`src/rtl/gsds_pkg.sv`:
```
// Shared types and constants of the group scaled int8 dot score block.
`timescale 1ns / 1ps

package gsds_pkg;

    localparam int FIELD_LANES = 8;
    localparam int BYTE_W      = 8;
    localparam int PROD_W      = 16;
    localparam int ACC_W       = 32;
    localparam int SCALE_W     = 32;
    localparam int SCORE_W     = 64;
    localparam int FRAC_W      = 24;
    localparam int CFG_W       = 7;
    localparam int IDX_W       = 2;

    localparam logic [IDX_W-1:0] REG_NUM_COLUMNS  = 2'd0;
    localparam logic [IDX_W-1:0] REG_GRP_SIZE     = 2'd1;
    localparam logic [IDX_W-1:0] REG_GROUPED_MODE = 2'd2;
    localparam logic [IDX_W-1:0] REG_FLOAT_ROWS   = 2'd3;

    localparam logic [CFG_W-1:0] NUM_COLUMNS_RST = 7'd64;
    localparam logic [CFG_W-1:0] GRP_SIZE_RST    = 7'd32;

    localparam logic signed [SCORE_W-1:0] SCORE_MAX = 64'sh7FFF_FFFF_FFFF_FFFF;
    localparam logic signed [SCORE_W-1:0] SCORE_MIN = 64'sh8000_0000_0000_0000;

    typedef struct packed {
        logic row_end;
        logic close;
        logic float_row;
    } ctl_t;

endpackage

```
`src/rtl/gsds_merge.sv`:
```
// Lane merge: sums the lane products into the group accumulator and forms the scale product.
`timescale 1ns / 1ps

module gsds_merge
    import gsds_pkg::*;
#(
    parameter int LANES = 8
) (
    input  logic                      aclk,
    input  logic                      aresetn,
    input  logic                      adv,
    input  logic                      in_valid,
    input  ctl_t                      in_ctl,
    input  logic [LANES*PROD_W-1:0]   prod_bus,
    input  logic [SCALE_W-1:0]        gscale,
    input  logic [SCALE_W-1:0]        ascale,
    output logic                      out_valid,
    output ctl_t                      out_ctl,
    output logic                      out_neg,
    output logic [ACC_W-1:0]          out_mag,
    output logic [2*SCALE_W-1:0]      out_scale
);

    logic [ACC_W-1:0]      acc_reg;
    logic [ACC_W-1:0]      acc_next;
    logic [ACC_W-1:0]      lane_sum;
    logic [ACC_W-1:0]      acc_total;
    logic                  valid_reg;
    ctl_t                  ctl_reg;
    logic                  neg_reg;
    logic [ACC_W-1:0]      mag_reg;
    logic [2*SCALE_W-1:0]  scale_reg;

    always_comb begin
        lane_sum = '0;
        for (int i = 0; i < LANES; i++) begin
            lane_sum = lane_sum + {{(ACC_W-PROD_W){prod_bus[i*PROD_W+PROD_W-1]}},
                                   prod_bus[i*PROD_W +: PROD_W]};
        end
        acc_total = acc_reg + lane_sum;
        acc_next  = acc_reg;
        if (adv && in_valid) begin
            acc_next = in_ctl.close ? '0 : acc_total;
        end
    end

    always_ff @(posedge aclk) begin
        if (!aresetn) begin
            acc_reg   <= '0;
            valid_reg <= 1'b0;
        end else begin
            acc_reg <= acc_next;
            if (adv) begin
                valid_reg <= in_valid;
            end
        end
    end

    always_ff @(posedge aclk) begin
        if (adv) begin
            ctl_reg   <= in_ctl;
            neg_reg   <= acc_total[ACC_W-1];
            mag_reg   <= acc_total[ACC_W-1] ? (~acc_total + ACC_W'(1)) : acc_total;
            scale_reg <= (2*SCALE_W)'(gscale) * (2*SCALE_W)'(ascale);
        end
    end

    assign out_valid = valid_reg;
    assign out_ctl   = ctl_reg;
    assign out_neg   = neg_reg;
    assign out_mag   = mag_reg;
    assign out_scale = scale_reg;

endmodule

```
`config.mk`:
```
export PLATFORM = sky130hd
export DESIGN_NAME = gsds_merge
export DESIGN_NICKNAME = d
export VERILOG_FILES = /design/src/rtl/gsds_pkg.sv /design/src/rtl/gsds_merge.sv
export SDC_FILE = /design/constraint.sdc
export NUM_CORES = 2
export LEC_CHECK = 0
export BUFFER_PORTS_ARGS = -buffer_cell sky130_fd_sc_hd__buf_4
export CAP_MARGIN = 25
export CORE_ASPECT_RATIO = 1.25
export CORE_MARGIN = 10
export CORE_UTILIZATION = 40
export DETAILED_ROUTE_END_ITERATION = 12
export SYNTH_ARGS = -nofsm -noshare
export SYNTH_HDL_FRONTEND = slang
export SYNTH_SLANG_ARGS = --single-unit
```
`constraint.sdc`:
```
create_clock -name aclk -period 8.96 [get_ports aclk]
set_input_delay 0.448 -clock aclk [delete_from_list [all_inputs] [get_ports aclk]]
set_output_delay 0.448 -clock aclk [all_outputs]
set_load 0.005 [all_outputs]
```
==> Word level (Yosys, flattened, before mapping) <==
Cells that the tools add are included.
{ "word_totals": {"reg_bits": 133, "latch_bits": 0, "mem_bits_rw": 0, "rom_bits": 0, "input_bits": 199, "output_inout_bits": 101, "elab_cells": 23, "mem_count": 0} }
{ "classes": {"n_addsub": 9, "n_mul": 1, "div_mod_pow": 0, "order_cmp": 0, "n_eq_ne": 0, "n_shift": 0, "muxes": 2, "bitwise": 1, "n_reduce_logical": 1} }
{ "op_table": {"columns": ["op", "n"], "rows": [
  ["$mul A32 B32 Y64", 1],
  ["$add A32 B1 Y32 const B", 1],
  ["$add A32 B32 Y32", 1],
  ["$mux W32", 1],
  ["$not A32 Y32", 1],
  ["$mux W31", 1],
  ["$add A22 B16 Y23", 1],
  ["$add A21 B16 Y22", 1],
  ["$add A20 B16 Y21", 1],
  ["$add A19 B16 Y20", 1],
  ["$add A18 B16 Y19", 1],
  ["$add A17 B16 Y18", 1],
  ["$add A16 B16 Y17", 1],
  ["$logic_and A1 B1 Y1", 1]
]} }

==> Depth between registers and ports, before layout <==
{ "depth": {"depth_word": 11, "depth_mapped": 34, "ltp_nobuf": 33} }

==> Worst setup path after synthesis <==
OpenSTA, ideal clock, no wires.
{ "synth_path": {"kind": "input to register", "from": "input port ascale[8]", "to": "register scale_reg[50] (netlist: out_scale[50]) (data pin)", "setup_time_ps": 261, "arrival_time_ps": 7376, "required_time_ps": 8699, "slack_ps": 1324, "path_stages": 27, "n_path_buf": 1, "cell_sequence": "clkbuf_1 nand2_1 fa_1 inv_1 fa_1 fa_1 inv_1 fa_1 inv_1 fa_1 inv_1 fa_1 inv_1 fa_1 inv_1 fa_1 inv_1 ha_1 a21o_1 a21o_1 a221oi_1 nor2_1 nor3b_1 o41a_1 o21ai_0 a221o_1 o311a_1"} }
{ "synth_via": {"elab_chain_len": 1} }
{ "synth_rtl": {"columns": ["item", "line_no", "text"], "rows": [
  ["start: declaration", "gsds_merge.sv:16", "input logic [SCALE_W-1:0] ascale,"],
  ["$mul A32 B32 Y64", "gsds_merge.sv:64", "scale_reg <= (2*SCALE_W)'(gscale) * (2*SCALE_W)'(ascale);"],
  ["end signal: assignment", "gsds_merge.sv:64", null],
  ["end: declaration", "gsds_merge.sv:32", "logic [2*SCALE_W-1:0] scale_reg;"]
]} }
Every way passes these cells.
A chain may end at the register's enable or synchronous reset.

==> Final worst setup path <==
{ "layout_path": {"from": "input port gscale[15]", "to": "register scale_reg[63] (netlist: out_scale[63]) (data pin)"} }
{ "layout_via": {"elab_chain_len": 1} }
{ "layout_rtl": {"columns": ["item", "line_no", "text"], "rows": [
  ["start: declaration", "gsds_merge.sv:15", "input logic [SCALE_W-1:0] gscale,"],
  ["$mul A32 B32 Y64", "gsds_merge.sv:64", null]
]} }
Every way passes these cells.

==> impl_metrics.json <==
{
  "outcome": "completed",
  "startpoint": "gscale[15]",
  "cts_buffer_depth": 2,
  "antenna_found_initial": 5,
  "hold_path.class": "primary input to flop",
  "reg2reg_from": "acc_reg[0]",
  "drive_gt1_frac": 0.0862,
  "yosysTopAreaCellShare": 0.465,
  "final.setup.tns_ps": 0,
  "synthCells": 4749,
  "avgRoutedWirePerCell_microns": 19.6,
  "cts_resized": 0,
  "worst_pin_slew_ps": 996,
  "seq_area_frac_synth": 0.0853,
  "port_buffers": 299,
  "root_buffer": "clkbuf_16",
  "area_growth_pct": 9.79,
  "start_util": 0.403,
  "core.rowCount": 134,
  "cts_htree_levels": 4,
  "yosys.area.top_type": "fa_1",
  "post_cts_buffers": 0,
  "synth_cell_types": 88,
  "cpMostUsedCell": "fa_1",
  "synth.cell_area_sq_um": 43000,
  "drt-total-wl_mm": 124,
  "slew-limit-headroom": 0.336,
  "postRouteAntennaNets": 0,
  "hp-start": "in_ctl[2]",
  "vias_per_cell": 5.06,
  "initialDrtViolationCount": 1609,
  "grt_max_degree": 40,
  "rsz0062_at_grt": "false",
  "cts_hold_buffers": 0,
  "synth-seq-cells": 133,
  "synthTopCellsByArea": "fa_1 46%, inv_1 10%, ha_1 9.3%",
  "slowest_stage": "fa_1",
  "hold_violations": 0,
  "die_w_microns": 313,
  "cts_num_sinks": 133,
  "ys_top_cells_by_count": "1180 x inv_1, 997 x fa_1, 852 x nand2_1, 318 x ha_1, 264 x and2_1",
  "slew_viol_final": 0,
  "die_y_microns": 386,
  "crit_path_start_kind": "primary input",
  "place.gp.congestion": 0.898,
  "fin_nets": 6408,
  "cts_buffers": 17,
  "cts_tree": "yes",
  "synthFlopType": "edfxtp_1",
  "end_kind": "flop",
  "path_clk_slew_ps": 70,
  "maxCapViolations": 0,
  "finalCriticalPeriod_ps": 8090,
  "gr-usage-all-layers": 0.209,
  "synth_fp_nets": 6263,
  "min_period_over_period": 0.903,
  "insertion_delay_ps": 490,
  "gr-total-overflow": 0,
  "ioPinCount": 300,
  "die_area_sq_um": 121000,
  "clock-skew-final_ps": 21.6,
  "drt_pass1_iterations": 6,
  "async_flop_share": 0,
  "rr_endpoint": "out_mag[30]",
  "dp.final_hpwl_mm": 103,
  "synth_edf_count": 100,
  "cp.required_ps": 9190,
  "fillers": 10556,
  "grt_pass1_wl_mm": 197,
  "reg2reg_depth": 13,
  "critPathMaxStageDelay_ps": 580,
  "drc": 0,
  "reg2reg_setup_slack_ps": 4770,
  "cp.arrival_ps": 8320,
  "avgSynthCellArea_sq_um": 9.05,
  "max_freq_mhz": 124,
  "finalSetupViolations": 0,
  "synth_warnings": 0,
  "vias": 32072,
  "largest_reg_flops": 64,
  "grt_pass1_vias": 34640,
  "cp_max_fo": 17,
  "coreArea_sq_um": 107000,
  "synth_most_common_cell": "inv_1",
  "endpoint": "out_scale[63]",
  "critical_path_class": "primary input to flop"
}
==> stage by stage <==
step / instances / hold slack, ps / area [sq um] / setup WS, ps / utilization
floorplan: 4749 / 472 / 43000 / 1320 / -
global placement: 6303 / 472 / 46600 / 397 / 0.437
detailed placement: 6303 / 481 / 46600 / 373 / 0.437
CTS: 6335 / 104 / 47200 / 893 / 0.442
global route: 6335 / 126 / 47200 / 390 / 0.442
finish: 6336 / 146 / 47200 / 871 / 0.442
==> cell type report <==
| type | count | area [sq um] | area share |
|---|---|---|---|
| multi-input cells | 3203 | 34000 | 0.721 |
| repair buffers | 358 | 2690 | 0.0570 |
| clock inverters | 15 | 178 | 0.00377 |
| diodes | 1 | 2.50 | 0.0000531 |
| clock buffers | 17 | 425 | 0.00902 |
| well taps | 1428 | 1790 | 0.0379 |
| flip-flops and latches | 133 | 3660 | 0.0777 |
| inverters | 1181 | 4430 | 0.0940 |
==> how the worst min path moves through the flow <==
| stage | slack (ps) | cells past startpoint | to |
|---|---|---|---|
| 6_report | 150 | 1 | out_ctl[2] |
| 5_1_grt | 130 | 1 | out_ctl[2] |
| 4_1_cts | 100 | 1 | out_ctl[2] |
| 3_5_place_dp | 480 | 2 | out_valid |
| 3_3_place_gp | 470 | 2 | out_valid |
| 2_1_floorplan | 470 | 2 | out_valid |
==> kinds of logic (layout without fill, tap and decap cells) <==
group,count (synthesis),after routing,share of synthesized area
other,0,1,0
flip-flops,133,133,0.0853
adder cells (fa/ha/maj),1315,1315,0.557
AO/OA/AOI/OAI,385,385,0.0601
AND/OR/NAND/NOR,1374,1374,0.147
multiplexers,2,2,0.000495
XOR/XNOR,127,127,0.0261
buffers and inverters,1413,1571,0.124
==> cell usage in the layout (no fill, tap or decap), types with 33 or more instances in the layout <==
cell | Yosys | routed
ha_1 | 318 | 318
inv_1 | 1180 | 1180
nand2_1 | 852 | 851
edfxtp_1 | 100 | 100
xnor2_1 | 86 | 86
a21o_1 | 45 | 45
xor2_1 | 40 | 40
a21oi_1 | 99 | 99
and2_1 | 264 | 264
dfxtp_1 | 33 | 33
o21ai_0 | 73 | 73
buf_4 | 0 | 358
fa_1 | 997 | 997
nor2b_1 | 38 | 38
nor2_1 | 74 | 74
==> routing by layer <==
metal | up-vias | part of all wire | GRT usage
met2 | 827 | 0.54 | 0.390
met4 | 4 | 0.042 | 0.0795
met3 | 221 | 0.046 | 0.0244
met5 | - | 0.00014 | 0
met1 | 16703 | 0.37 | 0.242
li1 | 14317 | - | -
==> critical path: cells and delay by family <==
kind | cells | cell delay (ps)
AOI/OAI and AO/OA | 8 | 1870
adders and majority gates | 9 | 4520
and+or+nand+nor | 2 | 530
xor gates and xnor gates | 1 | 80
buffers and inverters | 7 | 870
Power is not shown: default switching activity piles up to over one toggle a cycle in this logic, so the estimate is an artifact.
