[config.mk]
export PLATFORM = sky130hd
export DESIGN_NAME = gsds_score
export DESIGN_NICKNAME = d
export VERILOG_FILES = /design/src/rtl/gsds_pkg.sv /design/src/rtl/gsds_score.sv
export SDC_FILE = /design/constraint.sdc
export NUM_CORES = 2
export LEC_CHECK = 0
export BUFFER_PORTS_ARGS = -buffer_cell sky130_fd_sc_hd__buf_4
export CORE_ASPECT_RATIO = 0.5
export CORE_MARGIN = 2
export CORE_UTILIZATION = 55
export CTS_CLUSTER_SIZE = 12
export DETAILED_ROUTE_END_ITERATION = 10
export GPL_ROUTABILITY_DRIVEN = 0
export PLACE_DENSITY_LB_ADDON = 0.2
export SYNTH_ARGS = -nofsm -noshare
export SYNTH_HDL_FRONTEND = slang
export SYNTH_SLANG_ARGS = --single-unit
[constraint.sdc]
create_clock -name aclk -period 10.77 [get_ports aclk]
set_input_delay 1.6155 -clock aclk [delete_from_list [all_inputs] [get_ports aclk]]
set_output_delay 1.6155 -clock aclk [all_outputs]
set_load 0.05 [all_outputs]
[src/rtl/gsds_pkg.sv]
// Shared types and constants of the group scaled int8 dot score block.
`timescale 1ns / 1ps

package gsds_pkg;

    localparam int FIELD_LANES = 8;
    localparam int BYTE_W      = 8;
    localparam int PROD_W      = 16;
    localparam int ACC_W       = 32;
    localparam int SCALE_W     = 32;
    localparam int SCORE_W     = 64;
    localparam int FRAC_W      = 24;
    localparam int CFG_W       = 7;
    localparam int IDX_W       = 2;

    localparam logic [IDX_W-1:0] REG_NUM_COLUMNS  = 2'd0;
    localparam logic [IDX_W-1:0] REG_GRP_SIZE     = 2'd1;
    localparam logic [IDX_W-1:0] REG_GROUPED_MODE = 2'd2;
    localparam logic [IDX_W-1:0] REG_FLOAT_ROWS   = 2'd3;

    localparam logic [CFG_W-1:0] NUM_COLUMNS_RST = 7'd64;
    localparam logic [CFG_W-1:0] GRP_SIZE_RST    = 7'd32;

    localparam logic signed [SCORE_W-1:0] SCORE_MAX = 64'sh7FFF_FFFF_FFFF_FFFF;
    localparam logic signed [SCORE_W-1:0] SCORE_MIN = 64'sh8000_0000_0000_0000;

    typedef struct packed {
        logic row_end;
        logic close;
        logic float_row;
    } ctl_t;

endpackage

[src/rtl/gsds_score.sv]
// Score stage: scales the closed group, adds it into the row score with saturation, holds the result.
`timescale 1ns / 1ps

module gsds_score
    import gsds_pkg::*;
(
    input  logic                      aclk,
    input  logic                      aresetn,
    input  logic                      adv,
    input  logic                      in_valid,
    input  ctl_t                      in_ctl,
    input  logic                      in_neg,
    input  logic [ACC_W-1:0]          in_mag,
    input  logic [2*SCALE_W-1:0]      in_scale,
    output logic                      out_valid,
    output logic [SCORE_W-1:0]        out_score,
    output logic                      out_sat
);

    logic [SCALE_W-1:0]         comb_scale;
    logic [SCORE_W-1:0]         mag_prod;
    logic                       st_valid_reg;
    ctl_t                       st_ctl_reg;
    logic                       st_neg_reg;
    logic [SCORE_W-1:0]         st_prod_reg;
    logic signed [SCORE_W-1:0]  row_reg;
    logic signed [SCORE_W-1:0]  row_next;
    logic                       clip_reg;
    logic                       clip_next;
    logic signed [SCORE_W-1:0]  term;
    logic signed [SCORE_W-1:0]  sum;
    logic                       ovf;
    logic signed [SCORE_W-1:0]  row_new;
    logic                       clip_new;
    logic                       out_valid_reg;
    logic                       out_valid_next;
    logic [SCORE_W-1:0]         out_score_reg;
    logic                       out_sat_reg;

    always_comb begin
        comb_scale = (in_scale[2*SCALE_W-1:SCALE_W+FRAC_W] != '0) ? '1
                                                                 : in_scale[SCALE_W+FRAC_W-1:FRAC_W];
        mag_prod   = SCORE_W'(in_mag) * SCORE_W'(comb_scale);
    end

    always_ff @(posedge aclk) begin
        if (adv) begin
            st_ctl_reg  <= in_ctl;
            st_neg_reg  <= in_neg;
            st_prod_reg <= mag_prod;
        end
    end

    always_comb begin
        term     = st_neg_reg ? signed'(~st_prod_reg + SCORE_W'(1)) : signed'(st_prod_reg);
        sum      = row_reg + term;
        ovf      = (row_reg[SCORE_W-1] == term[SCORE_W-1]) && (sum[SCORE_W-1] != row_reg[SCORE_W-1]);
        row_new  = ovf ? (term[SCORE_W-1] ? SCORE_MIN : SCORE_MAX) : sum;
        clip_new = clip_reg | ovf;

        row_next       = row_reg;
        clip_next      = clip_reg;
        out_valid_next = out_valid_reg;
        if (adv) begin
            out_valid_next = st_valid_reg && st_ctl_reg.row_end;
            if (st_valid_reg && st_ctl_reg.close) begin
                if (st_ctl_reg.row_end) begin
                    row_next  = '0;
                    clip_next = 1'b0;
                end else begin
                    row_next  = row_new;
                    clip_next = clip_new;
                end
            end
        end
    end

    always_ff @(posedge aclk) begin
        if (!aresetn) begin
            st_valid_reg  <= 1'b0;
            row_reg       <= '0;
            clip_reg      <= 1'b0;
            out_valid_reg <= 1'b0;
        end else begin
            if (adv) begin
                st_valid_reg <= in_valid;
            end
            row_reg       <= row_next;
            clip_reg      <= clip_next;
            out_valid_reg <= out_valid_next;
        end
    end

    always_ff @(posedge aclk) begin
        if (adv && st_valid_reg && st_ctl_reg.row_end) begin
            out_score_reg <= st_ctl_reg.float_row ? '0 : row_new;
            out_sat_reg   <= st_ctl_reg.float_row ? 1'b0 : clip_new;
        end
    end

    assign out_valid = out_valid_reg;
    assign out_score = out_score_reg;
    assign out_sat   = out_sat_reg;

endmodule

* Yosys cells after proc, flatten, opt, wreduce, memory -nomap -nowiden
Cells that the tools add are included.
** Storage, ports and cells
- Bits in registers :: 200
- Word-level logic and storage cells :: 31
** Cells by class
- $add $sub $neg :: 2
- Multiply operators :: 1
- Eq/ne operators :: 2
- Multiplexer cells :: 6
- Bitwise gates (word level) :: 2
- Reduce and logical (&&, ||, !) cells :: 7
** Operators with widths (number)
- $mux W64 :: 4
- $add A64 B1 Y64 const B :: 1
- $add A64 B64 Y64 :: 1
- $mul A32 B32 Y64 :: 1
- $not A64 Y64 :: 1
- $mux W32 :: 1
- $reduce_bool A8 Y1 :: 1
- $logic_and A1 B1 Y1 :: 5
- $reduce_and A2 Y1 :: 1
- $eq A1 B1 Y1 :: 1
- $mux W1 :: 1
- $ne A1 B1 Y1 :: 1
- $or A1 B1 Y1 :: 1

* Longest topological paths before layout
- Depth after elaboration :: 8
- Mapped depth :: 33

* Worst setup path before layout
OpenSTA, ideal clock, no wires.
- Kind :: in2reg
- From :: input port in_scale[61]
- To :: register st_prod_reg[62], data pin
- Arrival time :: 9.347 ns
- Required time :: 10.514 ns
- Slack :: 1.167 ns
- Stages :: 29
- Buffers on the path :: 4
- Cell sequence :: nor4_1 > nand2_1 > clkbuf_1 > clkbuf_1 > or2_2 > clkbuf_1 > and2_1 > fa_1 > inv_1 > fa_1 > fa_1 > fa_1 > inv_1 > fa_1 > fa_1 > fa_1 > fa_1 > ha_1 > clkbuf_1 > inv_1 > a2111oi_0 > nor2_1 > nor3_1 > nor2_1 > a31oi_1 > a31oi_1 > o211ai_1 > a21oi_1 > o211a_1
** On the way
- Cells in the longest elaborated chain, start to end :: 3
** RTL lines
- start, declared :: RTL line gsds_score.sv:14 : input logic [2*SCALE_W-1:0] in_scale,
- $reduce_bool A8 Y1 :: RTL line gsds_score.sv:41 : comb_scale = (in_scale[2*SCALE_W-1:SCALE_W+FRAC_W] != '0) ? '1
- $mux W32 :: RTL line gsds_score.sv:41
- $mul A32 B32 Y64 :: RTL line gsds_score.sv:43 : mag_prod = SCORE_W'(in_mag) * SCORE_W'(comb_scale);
- via mag_prod[62] :: RTL line gsds_score.sv:21 : logic [SCORE_W-1:0] mag_prod;
- end signal, assigned :: RTL line gsds_score.sv:50 : st_prod_reg <= mag_prod;
- end, declared :: RTL line gsds_score.sv:25 : logic [SCORE_W-1:0] st_prod_reg;
The timed path passes the listed nets, and every way through them passes these cells.
A chain may end at the register's enable or synchronous reset.

* Worst setup path in the final report
- From :: input port in_scale[59]
- To :: register st_prod_reg[57], data pin
Same word-level chain as after synthesis.

==> impl_metrics.tcl <==
set metrics [dict create \
    status "finished clean" \
    worst_pin_slew_ps 1080 \
    synth.avg_cell_area_um2 9.14 \
    cts_buffer_depth 2 \
    numCtsBuffers 17 \
    overflow 0 \
    drt_iter0_markers 2724 \
    dr.pass1.iters 7 \
    finalCriticalPeriod_ps 10220 \
    cts_tree "done" \
    cts_setup_buffers 0 \
    cp_slowest_stage_delay_ps 580 \
    crit_top_cell "fa_1" \
    start_util_pct 55.6 \
    drv_cap 0 \
    fin_setup_tns_ps 0 \
    path_clk_slew_ps 80 \
    slowest_stage "fa_1" \
    hold_viol_final 0 \
    crit_arrival_ps 10420 \
    async_flop_share_pct 0 \
    synth_enable_flop_cells 133 \
    syn_nets 6286 \
    final_cell_mix "inv_1, fa_1, nand2_1, and2_1, ha_1" \
    syn_inst 4957 \
    r2r_slack_ps 2040 \
    syn_to_final_growth_pct 5.39 \
    finClkSkew_ps 11.1 \
    cts_hold_buf 0 \
    clk_latency_ps 460 \
    ant_nets 0 \
    end_kind "register" \
    hold_class "register to register" \
    rsz0062_at_grt "no" \
    synth-seq-cells 200 \
    cts-root-buf "clkbuf_16" \
    cp-start-kind "input pin" \
    pin_count 170 \
    cts_max_level 4 \
    core_area_um2 81600 \
    yosysWarnings 0 \
    synthFlopType "edfxtp_1" \
    fin_ws_ps 554 \
    numPortBuffers 145 \
    grt_pass1_wl_um 195000 \
    maxSlewViolCount 0 \
    place_hpwl_um 95400 \
    cp.required_ps 10980 \
    period_share_pct 94.9 \
    grt_max_degree 67 \
    vias_per_cell 5.71 \
    cp_top_family "adder cells" \
    clkSinkCount 200 \
    antenna_found_initial 4 \
    slew_headroom_pct 26.2 \
    dieWidth_um 410 \
    crit_type "input pin to register" \
    wire_per_inst_um 20.1 \
    fmaxAchievable_mhz 97.9 \
    die_y_um 207 \
    dr_total_vias 34262 \
    dp_slack_ps 103 \
    grt.total_usage_pct 29.2 \
    syn_area_um2 45300 \
    drive_gt1_share_pct 6.08 \
    std_cell_rows 74 \
    grt_pass1_vias 36196 \
    cp_max_fo 28 \
    remaining_drc_errors 0 \
    synth-seq-area-share_pct 11.8 \
    die_area_um2 84900 \
    routed_wl_um 121000 \
    cts.repair.resized 0 \
    fillerInstances 7096 \
    setup_violations 0 \
    nets 6215 \
    synth_cell_type_count 79 \
    cp_num_buf_inv 7 \
]
## cells in the mapped netlist, drive strengths merged (133+ instances only)
| cell | n | share of area (%) |
|---|---|---|
| a21oi | 224 | 2.5 |
| and2 | 473 | 6.5 |
| clkbuf | 279 | 2.3 |
| edfxtp | 133 | 8.8 |
| fa | 898 | 40 |
| ha | 327 | 9.0 |
| inv | 898 | 7.4 |
| nand2 | 510 | 4.2 |
| nor2 | 161 | 1.4 |
| nor2b | 159 | 2.2 |
| o21ai | 166 | 1.8 |
| xnor2 | 146 | 2.8 |
## worst reg2reg max path: cells and delay by family, from the launching register on
| kind | cells | cell delay (ps) |
|---|---|---|
| flops | 1 | 450 |
| fa+ha+maj | 3 | 1130 |
| compound gates | 9 | 2250 |
| mux | 1 | 130 |
| simple gates | 13 | 4060 |
| xor+xnor | 1 | 190 |
| buf+inv | 2 | 470 |
## worst paths after layout
| kind | from | end | depth (start not counted) |
|---|---|---|---|
| max | in_scale[59] | st_prod_reg[57]$_DFFE_PP_ | 29 |
| min | row_reg[24]$_SDFFE_PN0P_ | row_reg[24]$_SDFFE_PN0P_ | 2 |
| max reg2reg | st_prod_reg[0]$_DFFE_PP_ | row_reg[49]$_SDFFE_PN0P_ | 29 |
| min reg2reg | row_reg[24]$_SDFFE_PN0P_ | row_reg[24]$_SDFFE_PN0P_ | 2 |
## metal layers
metal | global-route usage, % | vias to the layer above | wire length, um
li1 | - | 15183 | -
met1 | 40.8 | 17436 | 51100
met2 | 47.3 | 1413 | 56300
met3 | 4.97 | 230 | 10300
met4 | 7.77 | 0 | 2980
met5 | 0 | - | 0
## logic make-up (layout without fill, tap and decap cells)
family / count (synthesis) / count (layout) / synth area share [%]
muxes: 3 / 3 / 0.0662
adders and majority gates: 1225 / 1225 / 48.7
AOI/OAI and AO/OA: 643 / 643 / 8.75
and+or+nand+nor: 1520 / 1520 / 17.4
DFF: 200 / 200 / 11.8
buffers and inverters: 1188 / 1130 / 9.87
other: 0 / 2 / 0
xor gates and xnor gates: 178 / 178 / 3.46
## final cells by class
class,count,area (um2),share of cell area [%]
diodes,2,5.00,0.0105
clock buffers,18,439,0.919
clock inverters,14,138,0.288
inverters,899,3370,7.06
multi-input cells,3569,35500,74.4
flip-flops and latches,200,5340,11.2
well taps,1102,1380,2.89
repair buffers,199,1560,3.26
## stage by stage
stage	hold WS (ps)	area [um2]	instances	util, %
6_report	466	47800	6003	58.6
2_1_floorplan	432	45300	4957	-
4_1_cts	464	47800	6001	58.5
3_3_place_gp	451	47200	5969	57.8
3_5_place_dp	454	47200	5969	57.8
5_1_grt	506	47800	6001	58.6
Power is left out: the tool's default activity adds up to more than one toggle a clock period on the data nets, which glitch-free logic cannot reach.
