## src/rtl/gsds_pkg.sv

```systemverilog
// Shared types and constants of the group scaled int8 dot score block.
`timescale 1ns / 1ps

package gsds_pkg;

    localparam int FIELD_LANES = 8;
    localparam int BYTE_W      = 8;
    localparam int PROD_W      = 16;
    localparam int ACC_W       = 32;
    localparam int SCALE_W     = 32;
    localparam int SCORE_W     = 64;
    localparam int FRAC_W      = 24;
    localparam int CFG_W       = 7;
    localparam int IDX_W       = 2;

    localparam logic [IDX_W-1:0] REG_NUM_COLUMNS  = 2'd0;
    localparam logic [IDX_W-1:0] REG_GRP_SIZE     = 2'd1;
    localparam logic [IDX_W-1:0] REG_GROUPED_MODE = 2'd2;
    localparam logic [IDX_W-1:0] REG_FLOAT_ROWS   = 2'd3;

    localparam logic [CFG_W-1:0] NUM_COLUMNS_RST = 7'd64;
    localparam logic [CFG_W-1:0] GRP_SIZE_RST    = 7'd32;

    localparam logic signed [SCORE_W-1:0] SCORE_MAX = 64'sh7FFF_FFFF_FFFF_FFFF;
    localparam logic signed [SCORE_W-1:0] SCORE_MIN = 64'sh8000_0000_0000_0000;

    typedef struct packed {
        logic row_end;
        logic close;
        logic float_row;
    } ctl_t;

endpackage

```

## src/rtl/gsds_lane.sv

```systemverilog
// One lane: int8 by int8 product of a column pair, masked past the column limit.
`timescale 1ns / 1ps

module gsds_lane
    import gsds_pkg::*;
(
    input  logic                     aclk,
    input  logic                     adv,
    input  logic                     active,
    input  logic [BYTE_W-1:0]        w_byte,
    input  logic [BYTE_W-1:0]        q_byte,
    output logic [PROD_W-1:0]        prod
);

    logic signed [PROD_W-1:0] prod_reg;
    logic signed [PROD_W-1:0] prod_next;

    always_comb begin
        prod_next = active ? (PROD_W'(signed'(w_byte)) * PROD_W'(signed'(q_byte)))
                           : '0;
    end

    always_ff @(posedge aclk) begin
        if (adv) begin
            prod_reg <= prod_next;
        end
    end

    assign prod = prod_reg;

endmodule

```

## config.mk

```make
export PLATFORM = sky130hd
export DESIGN_NAME = gsds_lane
export DESIGN_NICKNAME = d
export VERILOG_FILES = /design/src/rtl/gsds_pkg.sv /design/src/rtl/gsds_lane.sv
export SDC_FILE = /design/constraint.sdc
export NUM_CORES = 1
export LEC_CHECK = 0
export ABC_AREA = 1
export BUFFER_PORTS_ARGS = -buffer_cell sky130_fd_sc_hd__clkbuf_2
export CAP_MARGIN = 0
export CORE_MARGIN = 1
export CORE_UTILIZATION = 31
export DETAILED_ROUTE_END_ITERATION = 8
export PLACE_DENSITY = 0.59
export SLEW_MARGIN = 0
export SYNTH_ARGS = -nofsm -noshare
export SYNTH_HDL_FRONTEND = slang
export SYNTH_SLANG_ARGS = --single-unit
```

## constraint.sdc

```tcl
create_clock -name aclk -period 7.3 [get_ports aclk]
set_input_delay 1.825 -clock aclk [delete_from_list [all_inputs] [get_ports aclk]]
set_output_delay 1.825 -clock aclk [all_outputs]
set_load 0.02 [all_outputs]
```

## Word level (Yosys, flattened, before mapping)

Index checks and enable logic that the tools add are counted.

- Input bits: 19
- Output and inout port bits: 16
- Flip-flop bits (word level): 16

- $mul: 1

Operators by type and width:

| operator | number |
|---|---|
| 8-bit by 8-bit multiplier with 16-bit output | 1 |

## Depth between registers and ports, before layout

Gate-level depths: netlist of run 1.

- Word-level depth: 1
- Depth in mapped cells: 23
- Gate-level depth less buffers: 22

## Worst setup path before layout of run 1

No wires, ideal clock.

- Path type: input-to-reg
- Start point: in w_byte[0]
- End point: reg prod_reg[12], in the netlist prod[12], data pin
- Slack: 1.603 ns
- Buffers on the path: 1
- Data arrival time: 5.440 ns
- Cell stages on the path: 17
- Data required time: 7.043 ns
- Path through: clkbuf_1 > or2_2 > fa_1 > fa_1 > inv_1 > fa_1 > inv_1 > fa_1 > inv_1 > ha_1 > a21oi_1 > o21ai_2 > nand2_1 > nand2_1 > xor2_1 > inv_1 > nor2_1

- Cells in the longest elaborated chain, start to end: 1

RTL lines:

| what | RTL line | text |
|---|---|---|
| start, declared | gsds_lane.sv:10 | `input logic [BYTE_W-1:0] w_byte,` |
| 8-bit by 8-bit multiplier with 16-bit output | gsds_lane.sv:19 | `prod_next = active ? (PROD_W'(signed'(w_byte)) * PROD_W'(signed'(q_byte)))` |
| end signal, assigned | gsds_lane.sv:25 | `prod_reg <= prod_next;` |
| end, declared | gsds_lane.sv:15 | `logic signed [PROD_W-1:0] prod_reg;` |

Every way passes these cells.
A chain may end at the register's enable or synchronous reset.

## Final worst setup path of run 1

- Start point: in q_byte[7]
- End point: reg prod_reg[12], in the netlist prod[12], data pin

- Cells in the longest elaborated chain, start to end: 1

RTL lines:

| what | RTL line | text |
|---|---|---|
| start, declared | gsds_lane.sv:11 | `input logic [BYTE_W-1:0] q_byte,` |
| 8-bit by 8-bit multiplier with 16-bit output | gsds_lane.sv:19 |  |

Every way passes these cells.

==> implementation parameters, run 1 <==
Parameter                              Value

Status
  Outcome    finished, final reports clean

Floorplanning
  Row Count    37
  Die Span X    105 um
  Die height    105 um
  Floorplan core area    10,300 um^2
  Number of placed I/O pins    35
  Area enclosed by the die boundary    11,000 um^2
  Initial cell density of the core    0.318

Global route
  Vias in the first global route    2,709
  Total gr overflow    0
  Antenna violations before repair    0
  All-layer global routing usage    0.130
  Global-route wire length before repair    11.7 mm
  Pin count of the biggest net entering global routing    17

Worst setup path
  Setup crit end kind    flop
  Required time at the endpoint of the critical path    7.30 ns
  Max incr delay on CP    0.54 ns
  Crit path max fanout    8
  Series of cell instances along the critical path    clkbuf_2 -> inv_1 -> or2_2 -> fa_1 -> fa_1 -> inv_1 -> fa_1 -> inv_1 -> fa_1 -> inv_1 -> ha_1 -> a21oi_1 -> o21ai_2 -> nand2_1 -> nand2_1 -> xor2_1 -> inv_1 -> nor2_1
  Data arrival time of the critical path    5.65 ns
  Type of the setup path with the least slack    in2reg
  Worst Setup Start Kind    input port
  Most frequent CP cell    sky130_fd_sc_hd__inv_1
  Slowest CP cell    sky130_fd_sc_hd__fa_1

STA
  Tightest slew margin relative to the limit    0.725
  Post-Route Setup TNS    0 ns
  Post-layout minimum cycle time    5.65 ns
  Final max-slew violation count    0
  Worst-Margin Slew    0.412 ns
  Setup repair after global routing missed its margin    no
  Final setup fails    0
  Fmax achieved    177 MHz
  Share of the clock period used by the worst path    0.774
  Final hold viol count    0

Cells and area
  Max reg flops    16
  Nets    556
  Fill count    1,141
  Synthesis-to-finish area growth    9.90%
  Combined area of the multi-input logic cells    2170 um^2
  Leading cell type in the layout, fill and taps excluded    sky130_fd_sc_hd__inv_1
  Sequential cell area    480 um^2
  Antenna diode count    0
  Fraction of final layout cells with drive strength greater than 1    0.102
  Top library cells by usage in the layout, fill and taps aside    147 x sky130_fd_sc_hd__inv_1, 100 x sky130_fd_sc_hd__nand2_1, 55 x sky130_fd_sc_hd__fa_1
  Fin util    0.350

Yosys
  Yosys reg bits    16
  Fraction of the yosys area taken by sequential cells    0.147
  Post-Synthesis Cell Area    3270 um^2
  Number of different library cells in the post-synthesis netlist    23
  Gate count after technology mapping    430
  Most used flip-flop cell after synthesis    sky130_fd_sc_hd__edfxtp_1
  Share of synthesized registers carrying an async set or reset    0
  Synth Area per Inst    7.61 um^2
  Number of enable-type register cells in the synthesized netlist    16
  Net count after synthesis    533
  Warning count from the yosys run    0

Route
  Number of remaining DRC errors    0
  DRT iter0 DRCs    89
  Wirelength per Cell    10.3 um
  Aggregate routed wire length    6.08 mm
  Antenna Nets Post-Route    0
  Number of vias in the routed layout    2,471
  Routed vias/inst    4.20
  First-pass iteration count of the detailed router    4

Clocking
  Clock Sinks    16
  # Post-CTS Setup Buffers    0
  Number of gates resized after CTS    0
  TritonCTS Buffers    3
  Count of hold-fix buffers inserted at cts    0
  Cell at the root of the clock tree    sky130_fd_sc_hd__clkbuf_8
  TritonCTS clock tree    done
  Maximum number of buffers from clock root to sink    2
  H-tree levels    1
  CTS clock-pin slew for the worst setup and hold paths    0.06 ns

Placed design
  Post-DP HPWL    5.37 mm
  Routability congestion estimate from global placement    0.811
  Port Buffer Count    34

Pwr
  Power Dens Cells    291 nW/um^2
  Reported leakage power    0.00221 uW
  Worst supply voltage drop on vdd    0.130 mV

Flow run
  Maximum capacitance violations    0

Min path
  Class of the most critical hold timing path    in2reg
kinds of logic after synthesis:
logic type / after synthesis / share of synthesized area
buffers and inverters: 165 / 0.190
AOI/OAI and AO/OA: 21 / 0.0348
adders and majority gates: 84 / 0.447
and+or+nand+nor: 141 / 0.174
DFF: 16 / 0.147
xor gates and xnor gates: 3 / 0.00803
worst max-delay path: cells and delay by family:
| family | cells | cell delay [ns] |
|---|---|---|
| fa+ha+maj | 5 | 2.43 |
| simple gates | 4 | 0.47 |
| buf+inv | 6 | 0.43 |
| compound gates | 2 | 0.33 |
| xor+xnor | 1 | 0.14 |
area by class of cell:
cell class,count,area share
clock buffers,3,0.0115
clock inverters,1,0.00104
inverters,149,0.155
multi-input cells,249,0.604
flip-flops and latches,16,0.134
well taps,136,0.0473
repair buffers,34,0.0473
where the power goes:
part	internal [uW]	switching (uW)
registers	153	11.8
clock network	37.2	28.7
logic	308	506
final timing paths:
| kind | cells after the start | to | slack [ns] | start |
|---|---|---|---|---|
| max | 18 | prod[12] | 1.65 | q_byte[7] |
| min | 3 | prod[2] | 2.04 | active |
per-stage QoR:
step                      setup WS, ns  cells  cell area, um^2  hold WS [ns]  power (uW)
final                             1.65    588             3600          2.04        1050
after global routing              1.37    588             3600          2.08        1210
after CTS                         1.64    588             3600          2.03        1060
after detailed placement          1.37    584             3550          2.28         991
after global placement            1.41    584             3550          2.28         983
after floorplan                   1.60    430             3270          1.94         819
cell usage after synthesis (2+ instances only):
| cell | n | area (um^2) |
|---|---|---|
| sky130_fd_sc_hd__nor2_1 | 24 | 90.1 |
| sky130_fd_sc_hd__inv_1 | 147 | 552 |
| sky130_fd_sc_hd__ha_1 | 29 | 363 |
| sky130_fd_sc_hd__a21o_1 | 2 | 15.0 |
| sky130_fd_sc_hd__fa_1 | 55 | 1100 |
| sky130_fd_sc_hd__o21ai_1 | 4 | 20.0 |
| sky130_fd_sc_hd__inv_2 | 2 | 7.51 |
| sky130_fd_sc_hd__a21oi_1 | 12 | 60.1 |
| sky130_fd_sc_hd__edfxtp_1 | 16 | 480 |
| sky130_fd_sc_hd__nand3_1 | 9 | 45.0 |
| sky130_fd_sc_hd__nand2_1 | 100 | 375 |
| sky130_fd_sc_hd__xor2_1 | 2 | 17.5 |
| sky130_fd_sc_hd__nand2_2 | 3 | 18.8 |
| sky130_fd_sc_hd__clkbuf_1 | 15 | 56.3 |
| sky130_fd_sc_hd__o21ai_0 | 2 | 10.0 |
layer usage:
layer	global-route usage	part of all wire	vias to the layer above
met2	0.243	0.49	38
met1	0.164	0.48	1181
met5	0	0	-
met3	0.0168	0.030	2
li1	-	-	1250
met4	0.0101	0.0038	0
(Power assumes the default switching activity.)
==> run 2, diff against run 1 <==
--- a/config.mk
+++ b/config.mk
@@ -11,7 +11,7 @@
 export CORE_MARGIN = 1
 export CORE_UTILIZATION = 31
 export DETAILED_ROUTE_END_ITERATION = 8
-export PLACE_DENSITY = 0.59
+export PLACE_DENSITY = 0.6
 export SLEW_MARGIN = 0
 export SYNTH_ARGS = -nofsm -noshare
 export SYNTH_HDL_FRONTEND = slang
==> constraint.sdc (replaced) <==
create_clock -name aclk -period 5.06 [get_ports aclk]
set_input_delay 1.265 -clock aclk [delete_from_list [all_inputs] [get_ports aclk]]
set_output_delay 1.265 -clock aclk [all_outputs]
set_load 0.02 [all_outputs]
==> run 2 against run 1 <==
Effect of this change:
- core utilization increased by 3.3 points
- clock power grew 37%
- first-iteration DRC count grew 5.6%
- sequential power rose by 42%
- critical path depth rose by 4
- combinational power up 82%
- non-clock buffer count grew 36
- sequential share of layout area fell by 1.1 points
- via count is 6.5% higher
- sequential cell count is the same
- largest cell class unchanged
- largest power group unchanged
==> implementation parameters, run 2 (synthesis gave the netlist of run 1 again) <==
Parameter                              Value

Status
  Outcome    finished, final reports clean

Clocking
  # Post-CTS Setup Buffers    0 (unchanged)
  Cell at the root of the clock tree    sky130_fd_sc_hd__clkbuf_8
  TritonCTS clock tree    done
  TritonCTS Buffers    3 (unchanged)
  CTS clock-pin slew for the worst setup and hold paths    0.06 ns (about the same)
  Count of hold-fix buffers inserted at cts    0 (unchanged)
  Maximum number of buffers from clock root to sink    2 (unchanged)
  H-tree levels    1 (unchanged)
  Clock Sinks    16 (unchanged)
  Number of gates resized after CTS    0 (unchanged)

Worst setup path
  Data arrival time of the critical path    4.81 ns (-0.84 ns)
  Setup crit end kind    flop
  Crit path max fanout    4 (-4)
  Type of the setup path with the least slack    in2reg
  Worst Setup Start Kind    input port
  Required time at the endpoint of the critical path    5.06 ns (-2.24 ns)

Route
  Routed vias/inst    4.22 (+0.49%)
  DRT iter0 DRCs    94 (+5.6%)
  First-pass iteration count of the detailed router    4 (unchanged)
  Wirelength per Cell    10.0 um (-3.1%)
  Antenna Nets Post-Route    0 (unchanged)
  Number of remaining DRC errors    0 (unchanged)
  Aggregate routed wire length    6.24 mm (+2.7%)
  Number of vias in the routed layout    2,631 (+6.5%)

Flow run
  Maximum capacitance violations    0 (unchanged)

Floorplanning
  Die Span X    105 um (unchanged)
  Row Count    37 (unchanged)
  Area enclosed by the die boundary    11,000 um^2 (unchanged)
  Floorplan core area    10,300 um^2 (unchanged)
  Die height    105 um (unchanged)
  Number of placed I/O pins    35 (unchanged)
  Initial cell density of the core    0.318 (unchanged)

Cells and area
  Leading cell type in the layout, fill and taps excluded    sky130_fd_sc_hd__inv_1
  Max reg flops    16 (unchanged)
  Top library cells by usage in the layout, fill and taps aside    146 x sky130_fd_sc_hd__inv_1, 97 x sky130_fd_sc_hd__nand2_1, 54 x sky130_fd_sc_hd__fa_1
  Non-filler cells in the finished layout    623 (+6.0%)
  Synthesis-to-finish area growth    20.1%
  Antenna diode count    0 (unchanged)
  Fin util    0.383 (+0.0325)
  Nets    592 (+6.5%)
  Fraction of final layout cells with drive strength greater than 1    0.195 (+0.0933)

Placed design
  Placed cell count    620 (+6.2%)
  Port Buffer Count    34 (unchanged)
  Worst slack, placed    -0.152 ns (-1.52 ns)
  Routability congestion estimate from global placement    0.842 (+3.8%)
  Post-DP HPWL    5.66 mm (+5.4%)

STA
  Hold slack    1.49 ns (-0.552 ns)
  Fmax achieved    208 MHz
  Share of the clock period used by the worst path    0.951
  Worst-Margin Slew    0.401 ns (-0.0112 ns)
  Final max-slew violation count    0 (unchanged)
  Final hold viol count    0 (unchanged)
  Setup repair after global routing missed its margin    yes
  Tightest slew margin relative to the limit    0.733 (+0.00750)
  Minimum setup slack in the final design    0.249 ns (-1.40 ns)
  Post-Route Setup TNS    0 ns (unchanged)
  Post-layout minimum cycle time    4.81 ns
  Final setup fails    0 (unchanged)

Global route
  Pin count of the biggest net entering global routing    17 (unchanged)
  All-layer global routing usage    0.134 (+0.00471)
  Total gr overflow    0 (unchanged)
  Global-route wire length before repair    12.2 mm (+4.6%)
  Antenna violations before repair    0 (unchanged)
  Vias in the first global route    2,912 (+7.5%)

Pwr
  Worst supply voltage drop on vdd    0.208 mV (+59%)
  Reported leakage power    0.00238 uW (+7.7%)
  Power Dens Cells    459 nW/um^2 (+58%)

Min path
  Class of the most critical hold timing path    in2reg
run 2: cell count changes in the layout (fill, tap and decap cells not counted), moves of 3 or more:
cell                      before  now
sky130_fd_sc_hd__buf_4         0   36
sky130_fd_sc_hd__ha_1         29   26
sky130_fd_sc_hd__ha_4          0    3
sky130_fd_sc_hd__nand2_1     100   97
sky130_fd_sc_hd__nand2_2       3    6
sky130_fd_sc_hd__nor2_1       24   21
run 2: area by class of cell:
| type | count | area [um^2] |
|---|---|---|
| flip-flops and latches | 16 | 480 |
| well taps | 136 | 170 |
| clock buffers | 3 | 41.3 |
| inverters | 149 | 559 |
| fillers | 1098 | 6350 |
| multi-input cells | 249 | 2240 |
| repair buffers | 70 | 440 |
run 2: report_power, final:
| group | total (uW) | internal (uW) | switching (uW) |
|---|---|---|---|
| registers | 235 | 221 | 13.8 |
| logic | 1480 | 666 | 813 |
| clock network | 90.5 | 52.6 | 37.9 |
| total | 1800 | 940 | 865 |
run 2: per-layer routing:
layer / part of all wire / up-vias / wire [um] / track usage
met5: 0 / - / 0 / 0
met1: 0.47 / 1259 / 2950 / 0.173
met3: 0.029 / 8 / 178 / 0.0168
li1: - / 1321 / - / -
met4: 0.012 / 0 / 74 / 0.0181
met2: 0.49 / 43 / 3040 / 0.246
run 2: worst paths after layout:
check / from / endpoint / slack (ns) / cells past startpoint
worst min-delay path: active / prod[3] / 1.49 / 3
worst max-delay path: q_byte[2] / prod[13] / 0.25 / 22
run 2: through the flow:
stage                     total power [uW]  cell area, um^2
after floorplan                       1200             3290
after global placement                1630             3840
after detailed placement              1640             3840
after CTS                             1740             3880
after global routing                  2070             3930
final                                 1800             3930
run 2: critical path: stages:
cell and delay (ns):
sky130_fd_sc_hd__clkbuf_2 0.12, sky130_fd_sc_hd__buf_4 0.15, sky130_fd_sc_hd__nand2_1 0.05, sky130_fd_sc_hd__inv_1 0.05
sky130_fd_sc_hd__fa_1 0.47, sky130_fd_sc_hd__inv_1 0.06, sky130_fd_sc_hd__fa_1 0.53, sky130_fd_sc_hd__inv_1 0.06
sky130_fd_sc_hd__fa_1 0.53, sky130_fd_sc_hd__inv_1 0.05, sky130_fd_sc_hd__fa_1 0.53, sky130_fd_sc_hd__inv_1 0.06
sky130_fd_sc_hd__ha_4 0.29, sky130_fd_sc_hd__nand2_2 0.08, sky130_fd_sc_hd__nor2_4 0.12, sky130_fd_sc_hd__nand2_1 0.07
sky130_fd_sc_hd__nand2_2 0.07, sky130_fd_sc_hd__nand2_1 0.04, sky130_fd_sc_hd__nand2_1 0.07, sky130_fd_sc_hd__nand2_1 0.05
sky130_fd_sc_hd__nand2_1 0.06, sky130_fd_sc_hd__nor2_2 0.04
==> run 3, diff against run 2 <==
--- a/config.mk
+++ b/config.mk
@@ -11,6 +11,7 @@
 export CORE_MARGIN = 1
 export CORE_UTILIZATION = 31
 export DETAILED_ROUTE_END_ITERATION = 8
+export GPL_ROUTABILITY_DRIVEN = 0
 export PLACE_DENSITY = 0.6
 export SLEW_MARGIN = 0
 export SYNTH_ARGS = -nofsm -noshare
==> constraint.sdc (replaced) <==
create_clock -name aclk -period 4.27 [get_ports aclk]
set_input_delay 1.0675 -clock aclk [delete_from_list [all_inputs] [get_ports aclk]]
set_output_delay 1.0675 -clock aclk [all_outputs]
set_load 0.02 [all_outputs]
==> run 3 against run 2 <==
Effect of this change:
- the flow now finishes with violations (setup timing)
- global-route usage grew 1.2 points
- sequential cell count did not move
- total power rose by 46%
- setup slack lost 0.50 ns
- cell count grew 0.80%
- combinational power is 51% higher
- sequential share of layout area decreased by 1.1 points
==> implementation parameters, run 3 (synthesis gave the netlist of run 1 again) <==
Parameter                              Value

Global route
  All-layer global routing usage    0.146 (+0.0119)
  Vias in the first global route    2,940 (+0.96%)
  Pin count of the biggest net entering global routing    17 (unchanged)
  Total gr overflow    0 (unchanged)
  Global-route wire length before repair    13.0 mm (+6.5%)
  Antenna violations before repair    0 (unchanged)

Worst setup path
  Crit path max fanout    7 (+3)
  Setup crit end kind    flop
  Worst Setup Start Kind    input port
  Type of the setup path with the least slack    in2reg
  Data arrival time of the critical path    4.52 ns (-0.29 ns)
  Required time at the endpoint of the critical path    4.26 ns (-0.80 ns)

Cells and area
  Nets    597 (+0.84%)
  Antenna diode count    0 (unchanged)
  Synthesis-to-finish area growth    32.0%
  Non-filler cells in the finished layout    628 (+0.80%)
  Top library cells by usage in the layout, fill and taps aside    133 x sky130_fd_sc_hd__inv_1, 80 x sky130_fd_sc_hd__nand2_1, 51 x sky130_fd_sc_hd__fa_1
  Leading cell type in the layout, fill and taps excluded    sky130_fd_sc_hd__inv_1
  Combined area of the multi-input logic cells    2520 um^2 (+13%)
  Sequential cell area    480 um^2 (unchanged)
  Max reg flops    16 (unchanged)
  Fraction of final layout cells with drive strength greater than 1    0.325 (+0.130)
  Fill count    1,074 (-2.2%)

Pwr
  Worst supply voltage drop on vdd    0.346 mV (+66%)
  Internal power of the cells    1360 uW (+44%)
  Combinational cell fraction of total power    0.854 (+0.034)
  Switching power summed over all nets    1270 uW (+47%)
  Clk network pwr share    0.041 (-0.009)
  Switching fraction of total power    0.484 (+0.00460)
  Power Dens Cells    608 nW/um^2 (+32%)
  Reported leakage power    0.00246 uW (+3.3%)
  Share of power burned in registers    0.105 (-0.025)
  Post-route total power    2630 uW (+46%)

Floorplanning
  Number of placed I/O pins    35 (unchanged)
  Die Span X    105 um (unchanged)
  Die height    105 um (unchanged)
  Area enclosed by the die boundary    11,000 um^2 (unchanged)
  Row Count    37 (unchanged)
  Floorplan core area    10,300 um^2 (unchanged)
  Initial cell density of the core    0.318 (unchanged)

STA
  Final setup fails    8 (+8)
  Share of the clock period used by the worst path    1.06
  Post-Route Setup TNS    -1.63 ns (-1.63 ns)
  Tightest slew margin relative to the limit    0.737 (+0.00369)
  Worst-Margin Slew    0.395 ns (-0.00554 ns)
  Setup repair after global routing missed its margin    yes
  Hold slack    1.30 ns (-0.190 ns)
  Post-layout minimum cycle time    4.53 ns
  Fmax achieved    221 MHz
  Final hold viol count    0 (unchanged)
  Minimum setup slack in the final design    -0.255 ns (-0.504 ns)
  Final max-slew violation count    0 (unchanged)

Placed design
  Port Buffer Count    34 (unchanged)
  Post-DP HPWL    6.14 mm (+8.5%)
  Placed cell count    622 (+0.32%)

Route
  First-pass iteration count of the detailed router    4 (unchanged)
  Number of vias in the routed layout    2,709 (+3.0%)
  Number of remaining DRC errors    0 (unchanged)
  Aggregate routed wire length    7.03 mm (+13%)
  Routed vias/inst    4.31 (+2.1%)
  Antenna Nets Post-Route    0 (unchanged)
  DRT iter0 DRCs    53 (-44%)
  Wirelength per Cell    11.2 um (+12%)

Status
  Violated checks    setup timing
  Outcome    finished, violations left

Min path
  Class of the most critical hold timing path    in2reg

Clocking
  CTS clock-pin slew for the worst setup and hold paths    0.06 ns (about the same)
  H-tree levels    1 (unchanged)
  TritonCTS clock tree    done
  Clock Sinks    16 (unchanged)
  Maximum number of buffers from clock root to sink    2 (unchanged)
  Cell at the root of the clock tree    sky130_fd_sc_hd__clkbuf_8
  TritonCTS Buffers    3 (unchanged)

Flow run
  Maximum capacitance violations    0 (unchanged)
run 3: cell types whose count changed in the layout (fill, tap and decap cells not counted), sizes merged:
cell,previous run,this run
buf,36,45
clkinvlp,0,1
inv,149,148
clkbuf,37,33
run 3: per-layer routing:
metal  GRT usage  share of wire  up-vias
met4     0.00905              0        0
met5           0              0        -
li1            -              -     1332
met3      0.0181          0.021        0
met2       0.278           0.54       33
met1       0.183           0.44     1344
run 3: layout make-up:
type,count,share of cell area
inverters,149,0.131
multi-input cells,249,0.584
clock buffers,3,0.00955
well taps,136,0.0394
flip-flops and latches,16,0.111
repair buffers,75,0.125
run 3: critical path, cell delays in order:
cell	delay (ns)
sky130_fd_sc_hd__buf_8	0.10
sky130_fd_sc_hd__clkinvlp_4	0.13
sky130_fd_sc_hd__buf_4	0.14
sky130_fd_sc_hd__nor2_2	0.03
sky130_fd_sc_hd__fa_1	0.50
sky130_fd_sc_hd__inv_2	0.04
sky130_fd_sc_hd__fa_1	0.54
sky130_fd_sc_hd__inv_2	0.04
sky130_fd_sc_hd__fa_1	0.47
sky130_fd_sc_hd__inv_1	0.05
sky130_fd_sc_hd__fa_1	0.51
sky130_fd_sc_hd__inv_2	0.05
sky130_fd_sc_hd__ha_4	0.26
sky130_fd_sc_hd__a21o_1	0.19
sky130_fd_sc_hd__nor2_1	0.11
sky130_fd_sc_hd__nand2_1	0.07
sky130_fd_sc_hd__xor2_1	0.14
sky130_fd_sc_hd__inv_1	0.05
sky130_fd_sc_hd__nor2_1	0.03
run 3: through the flow:
| step | setup WS, ns | instance area (um^2) | util |
|---|---|---|---|
| after global routing | -0.422 | 4320 | 0.421 |
| after CTS | -0.238 | 4200 | 0.409 |
| final | -0.255 | 4320 | 0.421 |
| after global placement | -0.555 | 4050 | 0.394 |
| after detailed placement | -0.591 | 4050 | 0.394 |
| after floorplan | -0.256 | 3610 | - |
run 3: power groups by stage:
stage               Clock (uW)  Combinational [uW]  Sequential, uW
finish                     108                2240             276
detailed placement           0                1980             281
CTS                        113                2050             278
global placement             0                1940             282
floorplan                    0                1330             353
global route               119                2540             283
run 3: timing repair:
action,in CTS,in global routing
gates resized for setup,24,39
hold buffers,0,0
buffers inserted,2,2
endpoints found under the setup margin,9,10
pin swaps,13,19
run 3: worst paths after layout:
path / from / end / cells past startpoint / slack (ns)
min: active / prod[3] / 3 / 1.30
max: q_byte[7] / prod[12] / 19 / -0.26
